===== src/rtl/tls_pkg.sv =====
// Shared types, codes and a helper function for the traffic light sequencer.
package tls_pkg;

  // Lamp patterns: bit0 red1, bit1 green1, bit2 yellow1, bit3 red2, bit4 green2, bit5 yellow2.
  localparam logic [5:0] LampR1G2  = 6'h11;
  localparam logic [5:0] LampY2R1  = 6'h21;
  localparam logic [5:0] LampR2G1  = 6'h0A;
  localparam logic [5:0] LampY1R2  = 6'h0C;
  localparam logic [5:0] LampFlash = 6'h24;
  localparam logic [5:0] LampOff   = 6'h00;

  // Configuration register indexes and their reset values.
  localparam logic [1:0] CfgGreenTime   = 2'd0;
  localparam logic [1:0] CfgYellowTime  = 2'd1;
  localparam logic [1:0] CfgSecondTicks = 2'd2;
  localparam logic [5:0] GreenTimeRst   = 6'd10;
  localparam logic [4:0] YellowTimeRst  = 5'd3;
  localparam logic [5:0] SecondTicksRst = 6'd25;

  typedef enum logic [2:0] {
    PhStart      = 3'd0,
    PhR1G2       = 3'd1,
    PhY2R1       = 3'd2,
    PhR2G1       = 3'd3,
    PhY1R2       = 3'd4,
    PhFlashStart = 3'd5,
    PhFlashOn    = 3'd6,
    PhFlashOff   = 3'd7
  } tls_phase_e;

  typedef struct packed {
    logic [5:0] green_time;
    logic [4:0] yellow_time;
    logic [5:0] second_ticks;
  } tls_cfg_t;

  typedef struct packed {
    tls_phase_e phase;
    logic [5:0] tick_count;
    logic [6:0] red_length;
    logic [6:0] red_elapsed;
    logic [6:0] green_elapsed;
    logic [5:0] yellow_elapsed;
    logic [5:0] lamps;
    logic [7:0] display_a;
    logic [7:0] display_b;
  } tls_state_t;

  // Remaining seconds as two BCD digits, clamped to the range 0 to 99.
  function automatic logic [7:0] to_bcd(input logic [6:0] total, input logic [6:0] used);
    logic [6:0]  rem;
    logic [14:0] prod;
    logic [3:0]  tens;
    logic [6:0]  ones;
    rem = (used >= total) ? 7'd0 : 7'(total - used);
    if (rem > 7'd99) rem = 7'd99;
    // Division by ten through a reciprocal multiply, exact below 160.
    prod = 15'(rem) * 15'd205;
    tens = prod[14:11];
    ones = 7'(rem - 7'(tens) * 7'd10);
    return {tens, ones[3:0]};
  endfunction

endpackage


===== src/rtl/tls_step.sv =====
// Next-state logic for one scan tick of the traffic light sequencer.
module tls_step (
  input  tls_pkg::tls_cfg_t   cfg_i,
  input  tls_pkg::tls_state_t cur_i,
  input  logic                button_i,
  output tls_pkg::tls_state_t nxt_o
);
  import tls_pkg::*;

  logic [6:0] tick_inc;
  logic       tick_wrap;
  logic [5:0] tick_next;
  logic       is_green;
  logic       green_done;
  logic       yellow_done;
  logic       sec;
  logic [7:0] own_bcd;
  logic [7:0] red_bcd;

  // Tick counter: the incremented count is compared before it is stored.
  assign tick_inc  = {1'b0, cur_i.tick_count} + 7'd1;
  assign tick_wrap = tick_inc > {1'b0, cfg_i.second_ticks};
  assign tick_next = tick_wrap ? 6'd0 : tick_inc[5:0];

  // Countdown values from the counters as they stood before this tick.
  assign is_green    = (cur_i.phase == PhR1G2) || (cur_i.phase == PhR2G1);
  assign own_bcd     = is_green ? to_bcd({1'b0, cfg_i.green_time}, cur_i.green_elapsed)
                                : to_bcd({2'b0, cfg_i.yellow_time}, {1'b0, cur_i.yellow_elapsed});
  assign red_bcd     = to_bcd(cur_i.red_length, cur_i.red_elapsed);
  assign green_done  = is_green && (cur_i.green_elapsed > {1'b0, cfg_i.green_time});
  assign yellow_done = !is_green && (cur_i.yellow_elapsed > {1'b0, cfg_i.yellow_time});

  always_comb begin
    nxt_o = cur_i;
    sec   = 1'b0;
    case (cur_i.phase)
      PhStart: begin
        nxt_o.red_length     = 7'({1'b0, cfg_i.green_time} + {2'b0, cfg_i.yellow_time} + 7'd1);
        nxt_o.red_elapsed    = '0;
        nxt_o.green_elapsed  = '0;
        nxt_o.yellow_elapsed = '0;
        nxt_o.phase          = PhR1G2;
      end
      PhR1G2, PhY2R1, PhR2G1, PhY1R2: begin
        case (cur_i.phase)
          PhR1G2:  nxt_o.lamps = LampR1G2;
          PhY2R1:  nxt_o.lamps = LampY2R1;
          PhR2G1:  nxt_o.lamps = LampR2G1;
          default: nxt_o.lamps = LampY1R2;
        endcase
        if ((cur_i.phase == PhR1G2) || (cur_i.phase == PhY2R1)) begin
          nxt_o.display_a = red_bcd;
          nxt_o.display_b = own_bcd;
        end else begin
          nxt_o.display_a = own_bcd;
          nxt_o.display_b = red_bcd;
        end
        nxt_o.tick_count = tick_next;
        sec              = tick_wrap;
        // End of phase takes priority over the second boundary.
        if (green_done) begin
          nxt_o.tick_count    = '0;
          nxt_o.green_elapsed = '0;
          nxt_o.phase         = (cur_i.phase == PhR1G2) ? PhY2R1 : PhY1R2;
          sec                 = 1'b0;
        end else if (yellow_done) begin
          nxt_o.tick_count     = '0;
          nxt_o.red_elapsed    = '0;
          nxt_o.yellow_elapsed = '0;
          nxt_o.phase          = (cur_i.phase == PhY2R1) ? PhR2G1 : PhStart;
          sec                  = 1'b0;
        end
        // Elapsed counters saturate at their maxima.
        if (sec) begin
          if (cur_i.red_elapsed != 7'h7F) nxt_o.red_elapsed = cur_i.red_elapsed + 7'd1;
          if (is_green) begin
            if (cur_i.green_elapsed != 7'h7F) nxt_o.green_elapsed = cur_i.green_elapsed + 7'd1;
          end else begin
            if (cur_i.yellow_elapsed != 6'h3F) nxt_o.yellow_elapsed = cur_i.yellow_elapsed + 6'd1;
          end
        end
        if (button_i) nxt_o.phase = PhFlashStart;
      end
      PhFlashStart: begin
        nxt_o.tick_count = '0;
        nxt_o.phase      = PhFlashOn;
      end
      default: begin
        // Flash on and flash off toggle once a second.
        nxt_o.lamps      = (cur_i.phase == PhFlashOn) ? LampFlash : LampOff;
        nxt_o.tick_count = tick_next;
        if (tick_wrap) nxt_o.phase = (cur_i.phase == PhFlashOn) ? PhFlashOff : PhFlashOn;
        if (button_i) nxt_o.phase = PhStart;
      end
    endcase
  end

endmodule


===== src/rtl/traffic_light_sequencer_core.sv =====
// Pipeline: a word accepted on the input is held in the input register, and its step
// result is captured in the output register, from which it is presented.
// Throughput: one word per cycle; the next-state logic and the output register
// set that figure, and a full output register stalls the input register behind it.
// Reset: asynchronous, active low; clears the sequencer state to cycle start with
// all lamps off and loads the configuration defaults 10, 3 and 25.
module traffic_light_sequencer_core (
  input  logic        clk_i,
  input  logic        rst_ni,
  input  logic        cfg_valid_i,
  output logic        cfg_ready_o,
  input  logic [1:0]  cfg_index_i,
  input  logic [5:0]  cfg_data_i,
  input  logic        s_axis_tvalid_i,
  output logic        s_axis_tready_o,
  input  logic [7:0]  s_axis_tdata_i,  // [0] mode_button, [7:1] zero
  output logic        m_axis_tvalid_o,
  input  logic        m_axis_tready_i,
  output logic [31:0] m_axis_tdata_o   // [5:0] lamps, [13:6] display_a,
                                       // [21:14] display_b, [24:22] phase, [31:25] zero
);
  import tls_pkg::*;

  tls_cfg_t   cfg_q;
  tls_state_t state_q;
  tls_state_t state_d;
  logic       in_valid_q;
  logic       in_button_q;
  logic       out_valid_q;
  logic [5:0] out_lamps_q;
  logic [7:0] out_disp_a_q;
  logic [7:0] out_disp_b_q;
  logic [2:0] out_phase_q;
  logic       step_go;

  // Configuration registers; writes are always taken.
  assign cfg_ready_o = 1'b1;
  always_ff @(posedge clk_i or negedge rst_ni) begin
    if (!rst_ni) begin
      cfg_q.green_time   <= GreenTimeRst;
      cfg_q.yellow_time  <= YellowTimeRst;
      cfg_q.second_ticks <= SecondTicksRst;
    end else if (cfg_valid_i) begin
      case (cfg_index_i)
        CfgGreenTime:   cfg_q.green_time   <= cfg_data_i;
        CfgYellowTime:  cfg_q.yellow_time  <= cfg_data_i[4:0];
        CfgSecondTicks: cfg_q.second_ticks <= cfg_data_i;
        default: ;
      endcase
    end
  end

  // Handshake: a word steps when the output register is free or being emptied.
  assign step_go         = in_valid_q && (!out_valid_q || m_axis_tready_i);
  assign s_axis_tready_o = !in_valid_q || step_go;

  // Input register.
  always_ff @(posedge clk_i or negedge rst_ni) begin
    if (!rst_ni) begin
      in_valid_q <= 1'b0;
    end else if (s_axis_tready_o) begin
      in_valid_q <= s_axis_tvalid_i;
    end
  end

  always_ff @(posedge clk_i) begin
    if (s_axis_tready_o && s_axis_tvalid_i) in_button_q <= s_axis_tdata_i[0];
  end

  tls_step u_step (
    .cfg_i    (cfg_q),
    .cur_i    (state_q),
    .button_i (in_button_q),
    .nxt_o    (state_d)
  );

  // Sequencer state.
  always_ff @(posedge clk_i or negedge rst_ni) begin
    if (!rst_ni) begin
      state_q <= '{phase: PhStart, default: '0};
    end else if (step_go) begin
      state_q <= state_d;
    end
  end

  // Output register.
  always_ff @(posedge clk_i or negedge rst_ni) begin
    if (!rst_ni) begin
      out_valid_q <= 1'b0;
    end else begin
      out_valid_q <= step_go || (out_valid_q && !m_axis_tready_i);
    end
  end

  always_ff @(posedge clk_i) begin
    if (step_go) begin
      out_lamps_q  <= state_d.lamps;
      out_disp_a_q <= state_d.display_a;
      out_disp_b_q <= state_d.display_b;
      out_phase_q  <= state_d.phase;
    end
  end

  assign m_axis_tvalid_o = out_valid_q;
  assign m_axis_tdata_o  = {7'd0, out_phase_q, out_disp_b_q, out_disp_a_q, out_lamps_q};

endmodule


===== config.mk =====
export PLATFORM = sky130hd
export DESIGN_NAME = traffic_light_sequencer_core
export DESIGN_NICKNAME = d
export VERILOG_FILES = /design/src/rtl/tls_pkg.sv /design/src/rtl/tls_step.sv /design/src/rtl/traffic_light_sequencer_core.sv
export SDC_FILE = /design/constraint.sdc
export NUM_CORES = 1
export LEC_CHECK = 0
export BUFFER_PORTS_ARGS = -buffer_cell sky130_fd_sc_hd__clkbuf_2
export CORE_MARGIN = 5
export CORE_UTILIZATION = 65
export CTS_BUF_LIST = sky130_fd_sc_hd__clkbuf_4
export CTS_CLUSTER_SIZE = 24
export DETAILED_ROUTE_END_ITERATION = 7
export GPL_TIMING_DRIVEN = 0
export MAX_ROUTING_LAYER = met4
export PLACE_DENSITY = 0.95
export SYNTH_ARGS = -nofsm -noshare
export SYNTH_HDL_FRONTEND = slang
export SYNTH_HIERARCHICAL = 1
export SYNTH_SLANG_ARGS = --single-unit

===== constraint.sdc =====
create_clock -name clk_i -period 12.4 [get_ports clk_i]
set_clock_uncertainty 0.1 [all_clocks]
set_input_delay 1.24 -clock clk_i [delete_from_list [all_inputs] [get_ports clk_i]]
set_output_delay 1.24 -clock clk_i [all_outputs]
set_load 0.01 [all_outputs]

* Word-level counts from Yosys, hierarchy flattened
Cells that the tools add are included.
** Word-level totals
- Register bits after elaboration :: 103
- Input bits :: 21
- Output and inout port bits :: 35
- Word-level logic and storage cells :: 121
** Cells by class
- $add $sub $neg :: 12
- Multipliers :: 6
- Order comparisons :: 9
- Reduce and logical (&&, ||, !) cells :: 25
- Muxes and demuxes :: 38
- Equal/unequal tests :: 11
- Bitwise gates (word level) :: 1
** Operators with widths (number)
- 7-bit 2-to-1 mux :: 12
- 7-bit by 8-bit multiplier with 15-bit output, second input constant :: 3
- 20-bit case mux with 2 select lines :: 1
- 6-bit 2-to-1 mux :: 6
- 6-bit case mux with 3 select lines :: 2
- 16-bit 2-to-1 mux :: 2
- 7-bit by 1-bit adder with 7-bit output, second input constant :: 3
- 7-bit greater-than comparator, second input constant :: 3
- 20-bit 2-to-1 mux :: 1
- 9-bit 2-to-1 mux :: 2
- 7-bit by 6-bit greater-than comparator with 1-bit output :: 2
- 7-bit != test, second input constant :: 2
- 4-bit by 3-bit multiplier with 3-bit output, second input constant :: 3
- 3-bit 2-to-1 mux :: 4
- 6-bit case mux with 2 select lines :: 1
- 2-bit AND reduction :: 6
- 4-bit subtractor :: 3
- 3-bit equality test, second input constant :: 3
- 3-bit case mux with 3 select lines :: 1
- 8-bit 2-to-1 mux :: 1
- 6-bit by 1-bit adder with 7-bit output, second input constant :: 1
- 6-bit by 5-bit adder with 7-bit output :: 1
- 7-bit by 6-bit greater-or-equal comparator with 1-bit output :: 1
- 7-bit greater-or-equal comparator :: 1
- other kinds (22) :: 37

* Logic depth before layout (Yosys ltp)
- Word-level depth :: 10
- Gate-level depth with buffers :: 33
- Mapped depth without buffers :: 33

* Modules after synthesis
Netlist, hierarchy kept.
** Modules (own cells, without submodules)
- tls_step :: cells each 760, times used 1, seq. area each 0.0 µm², area an instance 5615.4 µm²
- traffic_light_sequencer_core :: cells each 204, times used 1, seq. area each 2716.4 µm², area an instance 3787.4 µm²

* Worst setup path after synthesis
No wires, ideal clock.
- Path type :: flip-flop to flip-flop
- From :: register state_q[38] in the netlist's numbering
- To :: register state_q[3] in the netlist's numbering
- Data required time :: 12175 ps
- Arrival :: 6519 ps
- Buffers on the path :: 0
- Period minus slack after synthesis :: 6744 ps
- Setup slack :: 5656 ps
- Setup time :: 125 ps
- Stages on the path, launching flop included :: 31
- Path through :: dfrtp_1 > inv_1 > ha_1 > o21ai_0 > a21oi_1 > o31a_1 > nor3_1 > nor3_1 > nand2_1 > nor3_1 > ha_1 > inv_1 > fa_1 > inv_1 > ha_1 > inv_1 > fa_1 > inv_1 > ha_1 > a21o_1 > a21oi_1 > o21ai_0 > o21ai_0 > inv_1 > or3_1 > xnor2_1 > fa_1 > xnor2_1 > xnor3_1 > a221o_1 > mux2_2
** RTL lines
- from (decl) :: line traffic_light_sequencer_core.sv:25 : tls_state_t state_q;
- from (signal assigned) :: line traffic_light_sequencer_core.sv:82 : state_q <= state_d;

==> run metrics <==
FF+latch count, synth=roughly 100; Pins Over Slew Limit=0; H-tree depth=3; CTS Hold Bufs=0; clock sink count=103; CTS clk-pin slew, worst paths=160 ps; Final min period=7640 ps; Root Buffer=clkbuf_4; status=finished with violations; # IOs=56; footprint of the multi-input gates=0.00611 mm^2; CP peak stage delay=about 520 ps; most instantiated library cell after synthesis=ha_1; initial drt markers=840; worst hold slack=around 430 ps; PostCTS Resize Cnt=0; vias in the first global route=7800; worst slew pin tran=~1100 ps; first-pass GRT wire length=about 36000 um; Fin Setup TNS=0 ps; Syn Std Cell Area=0.00940 mm^2; Final GP Congestion=roughly 0.94; Yosys top cell area share=0.186; antenna viol nets, final=0; Final Cycle Share=0.616; post-synthesis sequential area ratio=0.289; Die W=130 um; max-cap violations=0; fill count=980; total iterations of the first detailed-routing run=8; largest net degree at the start of global routing=52; Remaining DRCs=1; Synth Instances=slightly below 1000; Die H=130 um; Crit path required time=about 13000 ps; synth warn=6; syn_area_per_cell=9.75 um^2; most used flip-flop cell after synthesis=dfrtp_1; WS Path Type=reg -> reg; FFs w/ async S/R, synth=0.748; critical-path maximum fanout=8; Final Net Count=approximately 1200; antenna cells=0; CTS tree=done; Critical Path AT=7910 ps; Bufs on Longest Clock Path=2; Total GRT Usage=0.273; Crit. End Element=flop; setup ws final=between 4000 and 5000 ps; unrepaired setup endpoints after global routing=no; Slowest cell on crit path=fa_1; Post-synth EDFFs=26; crit start category=flop; layout cells sized above 1=0.175; DIE AREA=0.0170 mm^2; Commonest cells post-synth=ha_1 (135), inv_1 (117), mux2_2 (73); area grow syn2layout=6.77%; DR WL/cell=between 15 and 20 um; core box area=around 0.014 mm^2; via count=approximately 7700; hpwl dp=around 17000 um; Rows=44; min-delay worst type=reg -> reg; global route overflow=0; relative slew slack=0.295; Distinct cells, synth=75; post-CTS setup buffers=0; Placement Setup Slack=slightly below 5000 ps; Most common cell on crit path=inv_1; violated checks=design-rule violations; Skew-Pair Late Insertion Delay=roughly 470 ps; Starting Density=0.654; initial antenna violation count=0; maximum clock rate=approximately 130 MHz; total CTS buffers=9; synth top area cells=dfrtp_1 (19%), ha_1 (18%), mux2_2 (8.7%), edfxtp_1 (8.3%), fa_1 (6.6%); IO Port Bufs=40; final WL=22000 um; Setup-failing EPs final=0; cell accounting for the most synthesized area=dfrtp_1; Final Hold Violating Endpoints=0; register area=0.00272 mm^2; Vias/cell=between 6 and 7
through the flow:
step | area, um^2 | std cells | util
2_1_floorplan | 9430 | 972 | -
3_3_place_gp | 9860 | 1196 | 0.686
3_5_place_dp | 9890 | 1197 | 0.689
4_1_cts | 10000 | 1213 | 0.699
5_1_grt | 10000 | 1213 | 0.699
6_report | 10000 | 1213 | 0.699
critical path: cells and delay by family (launching register included):
kind / cells / cell delay [ps]
multiplexers: 1 / 260
buffers and inverters: 6 / 360
flip-flops: 1 / 510
AO/OA/AOI/OAI: 8 / 1450
AND/OR/NAND/NOR: 5 / 1500
adder cells (fa/ha/maj): 7 / 2690
XOR/XNOR: 3 / 700
sequential cells by signal, summed over array words and instances, names as in the netlist:
| register | cells |
|---|---|
| cfg_q | 17 |
| out_disp_b_q | 8 |
| in_button_q | 1 |
| out_disp_a_q | 8 |
| out_lamps_q | 6 |
| in_valid_q | 1 |
| state_q | 58 |
| m_axis_tvalid_o | 1 |
| out_phase_q | 3 |
routing by layer:
| layer | vias to the layer above | routed length (um) | track usage |
|---|---|---|---|
| li1 | 3507 | - | - |
| met2 | 410 | 11000 | 0.467 |
| met1 | 3623 | 8470 | 0.325 |
| met5 | - | 0 | - |
| met4 | 0 | 928 | 0.111 |
| met3 | 127 | 1550 | 0.0401 |
cells in the final DEF (no fill, tap or decap), drive strengths merged, types with 11 or more instances in the layout:
cell type / n
conb: 12
nand2b: 12
o21ai: 52
xor2: 13
nand2: 55
clkbuf: 64
inv: 121
mux2: 82
buf: 17
nand3: 16
xnor2: 25
a21oi: 44
edfxtp: 26
ha: 135
dfrtp: 70
a21o: 11
fa: 31
nor2: 67
kinds of logic after synthesis:
kind of cell,Yosys count,share of synthesized area
and+or+nand+nor,226,0.120
AOI/OAI and AO/OA,187,0.129
adders and majority gates,167,0.247
buffers and inverters,149,0.0648
DFF,103,0.289
muxes,88,0.108
xor gates and xnor gates,40,0.0402
other,4,0.00160
area by class of cell:
type	instances	share of cell area
multi-input combinational	720	0.608
clock buffer	9	0.00673
timing repair buffer	41	0.0229
buffer	31	0.0166
inverter	118	0.0441
clock inverter	7	0.00785
tap	184	0.0229
sequential	103	0.271
path summary, 6_finish.rpt:
kind,to,slack (ps),start,depth (start not counted)
max,state_q[3]$_DFFE_PN0P_,4760,state_q[38]$_DFFE_PN0P_,30
min,state_q[2]$_DFFE_PN0P_,430,state_q[2]$_DFFE_PN0P_,1
max reg2reg,state_q[3]$_DFFE_PN0P_,4760,state_q[38]$_DFFE_PN0P_,30
min reg2reg,state_q[2]$_DFFE_PN0P_,430,state_q[2]$_DFFE_PN0P_,1
max in group asynchronous,state_q[25]$_DFFE_PN0P_,11000,rst_ni,2
min in group asynchronous,cfg_q[2]$_DFFE_PN0P_,600,rst_ni,1
Power is left out: the tool's default activity adds up to more than one toggle a clock period on the data nets, which glitch-free logic cannot reach.
